**src/sv/mrkx_pkg.sv**
```systemverilog
// mrkx_pkg: shared types and constants for the masked range keystream XOR block.
// Holds the payload structs, the front-to-back transaction struct and SHA-256 tables.
// No dependencies.
package mrkx_pkg;

    localparam logic REQ_LOAD = 1'b0;
    localparam logic REQ_DATA = 1'b1;

    typedef struct packed {
        logic        req_type;
        logic [5:0]  entry_index;
        logic [63:0] entry_offset;
        logic [31:0] entry_length;
        logic [7:0]  data_byte;
        logic [63:0] byte_offset;
        logic        first_of_read;
        logic        last_of_read;
    } t_in_item;

    typedef struct packed {
        logic [7:0] out_byte;
        logic       covered;
        logic       last_out;
    } t_out_item;

    // classified data byte handed from the front part to the back part
    typedef struct packed {
        logic [7:0]  data_byte;
        logic [63:0] byte_offset;
        logic        first_of_read;
        logic        last_of_read;
        logic        covered;
    } t_job;

    localparam int JOB_W = $bits(t_job);

    localparam logic [255:0] KEY_WORDS =
        256'h66697865645f6b65795f666f725f6d61736b696e675f737472696e67735f6b65;

    localparam logic [255:0] H_INIT = {
        32'h6a09e667, 32'hbb67ae85, 32'h3c6ef372, 32'ha54ff53a,
        32'h510e527f, 32'h9b05688c, 32'h1f83d9ab, 32'h5be0cd19};

    function automatic logic [31:0] sha_k(input logic [5:0] i);
        logic [31:0] k;
        unique case (i)
            6'd0: k = 32'h428a2f98;  6'd1: k = 32'h71374491;  6'd2: k = 32'hb5c0fbcf;
            6'd3: k = 32'he9b5dba5;  6'd4: k = 32'h3956c25b;  6'd5: k = 32'h59f111f1;
            6'd6: k = 32'h923f82a4;  6'd7: k = 32'hab1c5ed5;  6'd8: k = 32'hd807aa98;
            6'd9: k = 32'h12835b01;  6'd10: k = 32'h243185be; 6'd11: k = 32'h550c7dc3;
            6'd12: k = 32'h72be5d74; 6'd13: k = 32'h80deb1fe; 6'd14: k = 32'h9bdc06a7;
            6'd15: k = 32'hc19bf174; 6'd16: k = 32'he49b69c1; 6'd17: k = 32'hefbe4786;
            6'd18: k = 32'h0fc19dc6; 6'd19: k = 32'h240ca1cc; 6'd20: k = 32'h2de92c6f;
            6'd21: k = 32'h4a7484aa; 6'd22: k = 32'h5cb0a9dc; 6'd23: k = 32'h76f988da;
            6'd24: k = 32'h983e5152; 6'd25: k = 32'ha831c66d; 6'd26: k = 32'hb00327c8;
            6'd27: k = 32'hbf597fc7; 6'd28: k = 32'hc6e00bf3; 6'd29: k = 32'hd5a79147;
            6'd30: k = 32'h06ca6351; 6'd31: k = 32'h14292967; 6'd32: k = 32'h27b70a85;
            6'd33: k = 32'h2e1b2138; 6'd34: k = 32'h4d2c6dfc; 6'd35: k = 32'h53380d13;
            6'd36: k = 32'h650a7354; 6'd37: k = 32'h766a0abb; 6'd38: k = 32'h81c2c92e;
            6'd39: k = 32'h92722c85; 6'd40: k = 32'ha2bfe8a1; 6'd41: k = 32'ha81a664b;
            6'd42: k = 32'hc24b8b70; 6'd43: k = 32'hc76c51a3; 6'd44: k = 32'hd192e819;
            6'd45: k = 32'hd6990624; 6'd46: k = 32'hf40e3585; 6'd47: k = 32'h106aa070;
            6'd48: k = 32'h19a4c116; 6'd49: k = 32'h1e376c08; 6'd50: k = 32'h2748774c;
            6'd51: k = 32'h34b0bcb5; 6'd52: k = 32'h391c0cb3; 6'd53: k = 32'h4ed8aa4a;
            6'd54: k = 32'h5b9cca4f; 6'd55: k = 32'h682e6ff3; 6'd56: k = 32'h748f82ee;
            6'd57: k = 32'h78a5636f; 6'd58: k = 32'h84c87814; 6'd59: k = 32'h8cc70208;
            6'd60: k = 32'h90befffa; 6'd61: k = 32'ha4506ceb; 6'd62: k = 32'hbef9a3f7;
            default: k = 32'hc67178f2;
        endcase
        return k;
    endfunction

    function automatic logic [31:0] rotr(input logic [31:0] x, input int n);
        return (x >> n) | (x << (32 - n));
    endfunction

endpackage

```
**src/sv/mrkx_fifo.sv**
```systemverilog
// mrkx_fifo: two-entry queue between the classifier and the keystream engine.
// Depends on mrkx_pkg.
module mrkx_fifo (
    input  logic           i_clk,
    input  logic           i_rst_n,
    input  logic           i_valid,
    input  mrkx_pkg::t_job i_data,
    output logic           o_ready,
    output logic           o_valid,
    output mrkx_pkg::t_job o_data,
    input  logic           i_ready
);
    import mrkx_pkg::*;

    t_job       r_mem [2];
    logic       r_wp, r_rp;
    logic [1:0] r_cnt;
    logic       w_wr, w_rd;

    assign o_ready = (r_cnt != 2'd2);
    assign o_valid = (r_cnt != 2'd0);
    assign o_data  = r_mem[r_rp];
    assign w_wr    = i_valid && o_ready;
    assign w_rd    = o_valid && i_ready;

    always_ff @(posedge i_clk) begin
        if (!i_rst_n) begin
            r_wp  <= 1'b0;
            r_rp  <= 1'b0;
            r_cnt <= 2'd0;
        end else begin
            if (w_wr) r_wp <= ~r_wp;
            if (w_rd) r_rp <= ~r_rp;
            r_cnt <= r_cnt + {1'b0, w_wr} - {1'b0, w_rd};
        end
        if (w_wr) begin
            r_mem[r_wp] <= i_data;
        end
    end

    a_cnt_max: assert property (@(posedge i_clk) disable iff (!i_rst_n)
        r_cnt <= 2'd2) else $error("queue count overflow");
    a_ptr_eq: assert property (@(posedge i_clk) disable iff (!i_rst_n)
        ((r_cnt == 2'd0) || (r_cnt == 2'd2)) |-> (r_wp == r_rp))
        else $error("queue pointers inconsistent");
    a_cnt_step: assert property (@(posedge i_clk) disable iff (!i_rst_n)
        (w_wr && !w_rd) |=> (r_cnt == $past(r_cnt) + 2'd1))
        else $error("queue count did not advance");
endmodule

```
**config.mk**
```make
export PLATFORM = sky130hd
export DESIGN_NAME = mrkx_fifo
export DESIGN_NICKNAME = d
export VERILOG_FILES = /design/src/sv/mrkx_pkg.sv /design/src/sv/mrkx_fifo.sv
export SDC_FILE = /design/constraint.sdc
export NUM_CORES = 1
export LEC_CHECK = 0
export ABC_AREA = 0
export ABC_CLOCK_PERIOD_IN_PS = 3960
export BUFFER_PORTS_ARGS = -buffer_cell sky130_fd_sc_hd__buf_4
export CAP_MARGIN = 10
export CORE_AREA = 3 3 116 118
export CTS_CLUSTER_SIZE = 40
export DETAILED_ROUTE_END_ITERATION = 10
export DIE_AREA = 0 0 119 121
export PLACE_DENSITY = 0.74
export SLEW_MARGIN = 5
export SYNTH_ARGS = -nofsm -noshare
export SYNTH_HDL_FRONTEND = slang
export SYNTH_SLANG_ARGS = --single-unit
```
**constraint.sdc**
```tcl
create_clock -name i_clk -period 3.96 [get_ports i_clk]
set_input_delay 0 -clock i_clk [delete_from_list [all_inputs] [get_ports i_clk]]
set_output_delay 0 -clock i_clk [all_outputs]
set_load 0.01 [all_outputs]
```
# Word-level counts from Yosys, hierarchy flattened
# Memories as Yosys holds them, arrays and structs flattened. A register that Yosys moved wholly into a read port is not among the register bits.
# Index checks and enable logic that the tools add are counted.
[totals]
reg_bits = 4
latch_bits = 0
ram_bits = 150
mem_bits_ro = 0
in_bits = 79
output_inout_bits = 77
n_memories = 1
[op_classes]
add_sub_neg = 2
multipliers = 0
div = 0
magnitude_cmp = 0
eq_ne = 1
n_shift = 0
n_mux = 4
n_bitwise = 2
n_reduce_logical = 3
[memory_table]
columns = ["memory", "depth", "word_bits", "read_ports", "rd_clocked_by_memory_dff", "write_ports", "line", "rtl"]
rows = [
  ["r_mem", 2, 75, 1, 1, 1, "mrkx_fifo.sv:15", "t_job r_mem [2];"],
]
[ops]
columns = ["op", "n"]
rows = [
  ["2-to-1 mux 1 bit", 4],
  ["adder 2 x 1 -> 2 bit", 1],
  ["logical AND 1 bit", 2],
  ["inequality test 2 bit (second input constant)", 1],
  ["inverter 1 bit", 2],
  ["nonzero test 2 bit", 1],
  ["subtractor 2 x 1 -> 2 bit", 1],
]

# Depth between registers and ports, before layout
# Gate-level depths: netlist (run 1).
[depth]
depth_word = 4
depth_mapped = 8
mapped_depth_nobuf = 8

# Worst setup path after synthesis (run 1)
# OpenSTA, ideal clock, no wires.
[synth_path]
kind = "register -> register"
start = "register r_cnt[0]"
end = "memory r_mem[0][0] in the netlist's numbering, enable pin"
arrival_time_ps = 3787
path_slack_ps = -336
stages_incl_launch_ff = 4
n_path_buf = 0
cell_sequence = "dfxtp_1 -> nand2b_1 -> nand2_1 -> nor2_1"
[synth_between]
elab_chain_cells = 4
[synth_rtl]
columns = ["item", "line", "rtl"]
rows = [
  ["start: declaration", "mrkx_fifo.sv:17", "logic [1:0] r_cnt;"],
  ["start signal: assignment", "mrkx_fifo.sv:34", "r_cnt <= r_cnt + {1'b0, w_wr} - {1'b0, w_rd};"],
  ["inequality test 2 bit", "mrkx_fifo.sv:20", "assign o_ready = (r_cnt != 2'd2);"],
  ["via o_ready", "mrkx_fifo.sv:8", "output logic o_ready,"],
  ["logical AND 1 bit", "mrkx_fifo.sv:23", "assign w_wr = i_valid && o_ready;"],
  ["2-to-1 mux 1 bit", "mrkx_fifo.sv:36", "if (w_wr) begin"],
  ["2-to-1 mux 1 bit (not written as such)", "mrkx_fifo.sv:37", "r_mem[r_wp] <= i_data;"],
  ["end: declaration", "mrkx_fifo.sv:15", ""],
]
# The timed path passes the listed nets, and every way through them passes these cells.

==> flow_summary.json, run 1 <==
{
  "wl_met2_mm": 5.47,
  "hold_violations": 0,
  "ff2ff_setup_slack_ns": 1.89,
  "setup_violations": 0,
  "syn_inst": 257,
  "tightest_slew_ns": 1.07,
  "cap_violations": 0,
  "grt_usage": 0.158,
  "rsz0062_at_grt": "no",
  "critPathCapture": "o_data[61]",
  "dr.pass1.iters": 4,
  "slowest_delay_ns": 1.06,
  "post-place-ws_ns": 1.87,
  "wl_met1_mm": 4.56,
  "drtIter0Drc": 182,
  "place_congestion": 0.697,
  "yosysSeqAreaShare": 0.787,
  "synthFlopType": "edfxtp_1",
  "synth_nets": 338,
  "place_hpwl_mm": 6.56,
  "clk_latency_ns": 0.41,
  "critPathKind": "reg2out",
  "ys_async_sr_fraction": 0,
  "regArea_um2": 4610,
  "synth_largest_area_cell": "edfxtp_1",
  "crit_path_top_delay_cell": "dfxtp_4",
  "setup_slack_ns": 1.60,
  "status": "complete, no violations",
  "n_antenna_cell": 0,
  "route.met3.wl_um": 634,
  "num_io_pins": 156,
  "vias": 3144,
  "critPathRequiredTime_ns": 3.96,
  "arrival_ns": 2.36,
  "cts.clk_slew.worst_paths_ns": 0.05,
  "cts_buffer_depth": 2,
  "grt_pass1_wl_mm": 17.2,
  "antenna_found_initial": 0,
  "grt_max_degree": 76,
  "grt_pass1_vias": 3463,
  "wl_per_cell_um": 15.9,
  "critPathLaunchType": "flip-flop",
  "layout.nets": 583,
  "finalWirelength_mm": 10.9,
  "relSlewSlack": 0.289,
  "synth_area_leaders": "edfxtp_1, mux2_4, mux2_2",
  "clock-root-buffer": "clkbuf_16",
  "cellPowerDensity_nw_per_um2": 585,
  "initial_core_util": 0.465,
  "ys_seq_elements": 155,
  "port_buffers": 155,
  "reg2reg_from": "r_cnt[0]",
  "cts_buffers": 17,
  "fmax_mhz": 423,
  "n_fill_cell": 806,
  "finalClockSkew_ns": 0.00537,
  "multiInputGateArea_um2": 1170,
  "synthesis.area_um2": 5850,
  "fin_crit_ns": 2.36,
  "overflow": 0,
  "worstPathMaxFanout": 64,
  "end_kind": "output port",
  "ant_nets": 0,
  "synth_top_area_frac": 0.770,
  "drc": 0,
  "min_path_type": "in2reg",
  "die-height_um": 121,
  "r2r_cells": 4,
  "die-area_um2": 14400,
  "die_w_um": 119,
  "rows": 41,
  "yosysWarnings": 0,
  "synthDistinctLibCells": 18,
  "fin_setup_tns_ns": 0,
  "clock_sinks": 155,
  "cts_tree": "done",
  "rr_endpoint": "r_mem[0][74]",
  "path_common_cell": "buf_4",
  "core_area_um2": 12600,
  "cts_resized": 0,
  "top_layer_used": "met4",
  "vdd.ir_drop.worst_uv": 362,
  "synth_edf_count": 150,
  "drv_slew": 0,
  "drive_gt1_frac": 0.506,
  "avgSynthCellArea_um2": 22.8,
  "p_leak_uw": 0.00331,
  "htreeDepth": 4,
  "crit_chain": "buf_4 -> mux2_4 -> buf_4",
  "vias_per_cell": 4.58,
  "fin_crit_sh": 0.597,
  "syn_to_final_growth_pct": 45.4
}
[cells in the final DEF (no fill, tap or decap)]
master         instances
dlygate4sd3_1         77
mux2i_1                1
mux2_2                25
buf_12                 1
nor2b_1                2
or2_2                  1
edfxtp_1             150
mux2_4                50
inv_1                  1
nand2_1                2
clkinv_1               7
and3_4                 1
ha_1                   2
dfxtp_4                1
xnor2_1                3
clkbuf_16             17
o21a_1                 1
dfxtp_1                4
nor2_4                 1
buf_4                156
and2_1                 2
bufinv_16              2
clkinv_2               5
nand2b_1               2
[per-layer routing]
layer  global-route usage  vias up
li1                     -     1504
met1                0.186     1498
met2                0.260      124
met3               0.0522       18
met4               0.0768        0
met5                    0        -
[Yosys cell counts (2+ instances only)]
cell        n
buf_2       2
and2_1      2
nor2b_1     2
mux2_4     50
dfxtp_1     5
ha_1        2
nand2_1     2
nand2b_1    2
mux2_2     25
xnor2_1     3
edfxtp_1  150
buf_6       6
[worst max-delay path, delay by kind of cell, from the launching register on]
family   cells  cell delay [ns]
flops        1             1.06
buf+inv      2             0.55
mux          1             0.33
[final cells by class]
| cell class | instances | area share |
|---|---|---|
| sequential | 155 | 0.542 |
| timing repair buffer | 234 | 0.231 |
| multi-input combinational | 93 | 0.138 |
| clock buffer | 17 | 0.0500 |
| tap | 172 | 0.0253 |
| clock inverter | 14 | 0.0131 |
| inverter | 1 | 0.000442 |
[how the worst min path moves through the flow]
stage                   endpoint  cells after the start  startpoint
floorplan            r_mem[0][0]                      0   i_data[0]
global placement    r_mem[1][15]                      1  i_data[15]
detailed placement  r_mem[1][17]                      1  i_data[17]
CTS                    flip-flop                      4     i_ready
global route           flip-flop                      4     i_ready
finish                      r_rp                      4     i_ready
[stage by stage]
| step | cell area (um2) | hold slack (ns) | std cells | total power, uW | util |
|---|---|---|---|---|---|
| 2_1_floorplan | 5850 | 0.0989 | 257 | 2950 | - |
| 3_3_place_gp | 7190 | 0.187 | 578 | 3460 | 0.572 |
| 3_5_place_dp | 7190 | 0.188 | 578 | 3490 | 0.572 |
| 4_1_cts | 8500 | 0.0271 | 686 | 5030 | 0.676 |
| 5_1_grt | 8500 | 0.0723 | 686 | 5190 | 0.676 |
| 6_report | 8500 | 0.0518 | 686 | 4970 | 0.676 |
[where the power goes]
part | switching [uW] | total, uW | internal, uW
Clock | 573 | 1470 | 900
Combinational | 503 | 1270 | 772
Sequential | 159 | 2220 | 2070
[kinds of logic (layout without fill, tap and decap cells)]
kind of cell             after synthesis  after routing  synth area share
flip-flops                           155            155             0.787
multiplexers                          76             76             0.178
AND/OR/NAND/NOR                       11             11            0.0105
buffers and inverters                  9            266            0.0139
XOR/XNOR                               3              3           0.00449
adder cells (fa/ha/maj)                2              2           0.00428
AO/OA/AOI/OAI                          1              1           0.00128
[timing repair]
item | CTS | global route
hold buffers | 77 | 0
endpoints found under the hold margin | 155 | 0
setup buffers | 0 | 0
[state kept, by name, summed over array words and instances, names as in the netlist, named ones only]
signal / count
r_mem: 150
r_cnt: 2
r_rp: 1
r_wp: 1
Power figures use the tool's default switching activity.
==> run 2, diff against run 1 <==
ABC_CLOCK_PERIOD_IN_PS = 2300   (was 3960)
CORE_AREA = 3 3 111 113   (was 3 3 116 118)
DIE_AREA = 0 0 114 116   (was 0 0 119 121)
PLACE_DENSITY = 0.77   (was 0.74)
clock period = 2.3 ns   (was 3.96 ns; I/O delays follow)
==> run 2 against run 1 <==
Net effect: critical path depth unchanged; register-to-register slack got worse by 1.4 ns; routed wire length up 4.2%; die area is 8.2% lower; via count is 0.76% higher; first-iteration DRC count fell by 18%; largest cell class unchanged; hold slack got worse by 0.037 ns; critical endpoint is now o_data[0]; clock power up 69%; clock-buffer cell count increased by 1.
==> flow_summary.json, run 2 (same netlist as run 1, synthesis figures left out) <==
{
  "status": "complete, no violations",
  "wl_per_cell_um": 17.3,
  "syn_to_final_growth_pct": 45.4,
  "initial_core_util": 0.512,
  "grt_pass1_vias": 3475,
  "whs_ns": 0.0153,
  "place_congestion": 0.708,
  "core_area_um2": 11400,
  "n_fill_cell": 663,
  "clk_latency_ns": 0.41,
  "p_leak_uw": 0.00330,
  "crit_chain": "buf_12 -> mux2_2 -> buf_4",
  "final_common_cell": "buf_4",
  "final_cell_mix": "buf_4, edfxtp_1, dlygate4sd3_1",
  "hold_violations": 0,
  "fin_crit_ns": 1.85,
  "cts_tree": "done",
  "cap_violations": 0,
  "place_hpwl_mm": 6.80,
  "num_io_pins": 156,
  "grt_max_degree": 76,
  "grt_pass1_wl_mm": 17.0,
  "cts_buffer_depth": 2,
  "reg_top3": "r_mem (150), r_cnt (2)",
  "tightest_slew_ns": 0.427,
  "cp_num_buf_inv": 2,
  "finalWirelength_mm": 11.4,
  "fmax_mhz": 540,
  "multiInputGateArea_um2": 1170,
  "setup_violations": 0,
  "place_area_um2": 7210,
  "worstPathMaxFanout": 31,
  "n_antenna_cell": 0,
  "end_kind": "output port",
  "overflow": 0,
  "drive_gt1_frac": 0.517,
  "die_w_um": 114,
  "postCtsSetupBuffers": 0,
  "port_buffers": 155,
  "finalClockSkew_ns": 0.00666,
  "fin_crit_sh": 0.805,
  "die-height_um": 116,
  "vdd.ir_drop.worst_uv": 606,
  "critPathRequiredTime_ns": 2.30,
  "critPathLaunchType": "flip-flop",
  "drtIter0Drc": 150,
  "ant_nets": 0,
  "max_flop_register": "r_mem",
  "crit_path_top_delay_cell": "dfxtp_4",
  "clock_sinks": 155,
  "cellPowerDensity_nw_per_um2": 1010,
  "cts_buffers": 17,
  "grt_usage": 0.174,
  "clock-root-buffer": "clkbuf_16",
  "stdcell_area_um2": 8500,
  "vias_per_cell": 4.81,
  "rows": 39,
  "drc": 0,
  "final_util": 0.745,
  "die-area_um2": 13200,
  "htreeDepth": 4,
  "regArea_um2": 4610,
  "drv_slew": 0,
  "layout.nets": 584,
  "largest_register_ffs": 150,
  "cts.clk_slew.worst_paths_ns": 0.05,
  "fin_setup_tns_ns": 0,
  "rsz0062_at_grt": "no",
  "critPathKind": "reg2out",
  "relSlewSlack": 0.715,
  "vias": 3168,
  "antenna_found_initial": 0,
  "min_path_type": "in2reg",
  "cp_top_family": "flip-flops",
  "slowest_delay_ns": 0.60,
  "dr.pass1.iters": 4,
  "arrival_ns": 1.85
}
==> run 2: worst reg2reg max path: cells and delay by family (launching register included) <==
kind / cells / cell delay [ns]
xor+xnor: 2 / 0.31
fa+ha+maj: 2 / 0.49
simple gates: 3 / 0.50
flops: 1 / 0.38
buf+inv: 1 / 0.03
==> run 2: path summary, 6_finish.rpt <==
path	slack, ns	from	to	cells past startpoint
max	0.45	flip-flop	o_data[0]	3
max reg2reg	0.49	r_cnt[0]	r_cnt[1]	8
min reg2reg	0.54	r_wp	r_wp	2
min	0.02	i_valid	r_wp	3
==> run 2: layer usage <==
metal / up-vias / routed length [um] / track usage
li1: 1505 / - / -
met1: 1521 / 4610 / 0.204
met2: 126 / 5780 / 0.296
met3: 16 / 795 / 0.0580
met4: 0 / 186 / 0.0744
met5: - / 0 / 0
==> run 2: metrics by stage <==
step / instances / worst slack, ns / power, uW
CTS: 658 / 0.425 / 8640
finish: 658 / 0.447 / 8550
detailed placement: 551 / 0.515 / 6040
global placement: 551 / 0.675 / 5990
global route: 658 / 0.347 / 8920
floorplan: 257 / 0.0849 / 5070
==> run 2: layout make-up <==
class / count / area share
inverter: 1 / 0.000441
clock buffer: 18 / 0.0505
multi-input combinational: 93 / 0.138
timing repair buffer: 235 / 0.236
clock inverter: 13 / 0.0122
sequential: 155 / 0.542
tap: 143 / 0.0210
==> run 2: where the power goes <==
| part | internal [uW] | switching, uW |
|---|---|---|
| logic | 1360 | 996 |
| registers | 3550 | 168 |
| clock network | 1470 | 1010 |
| total | 6370 | 2180 |
==> run 2: timing repair <==
item                      4_1_cts  5_1_grt
resized for setup               0        0
hold buffers                   76        0
hold endpoints to repair      155        0
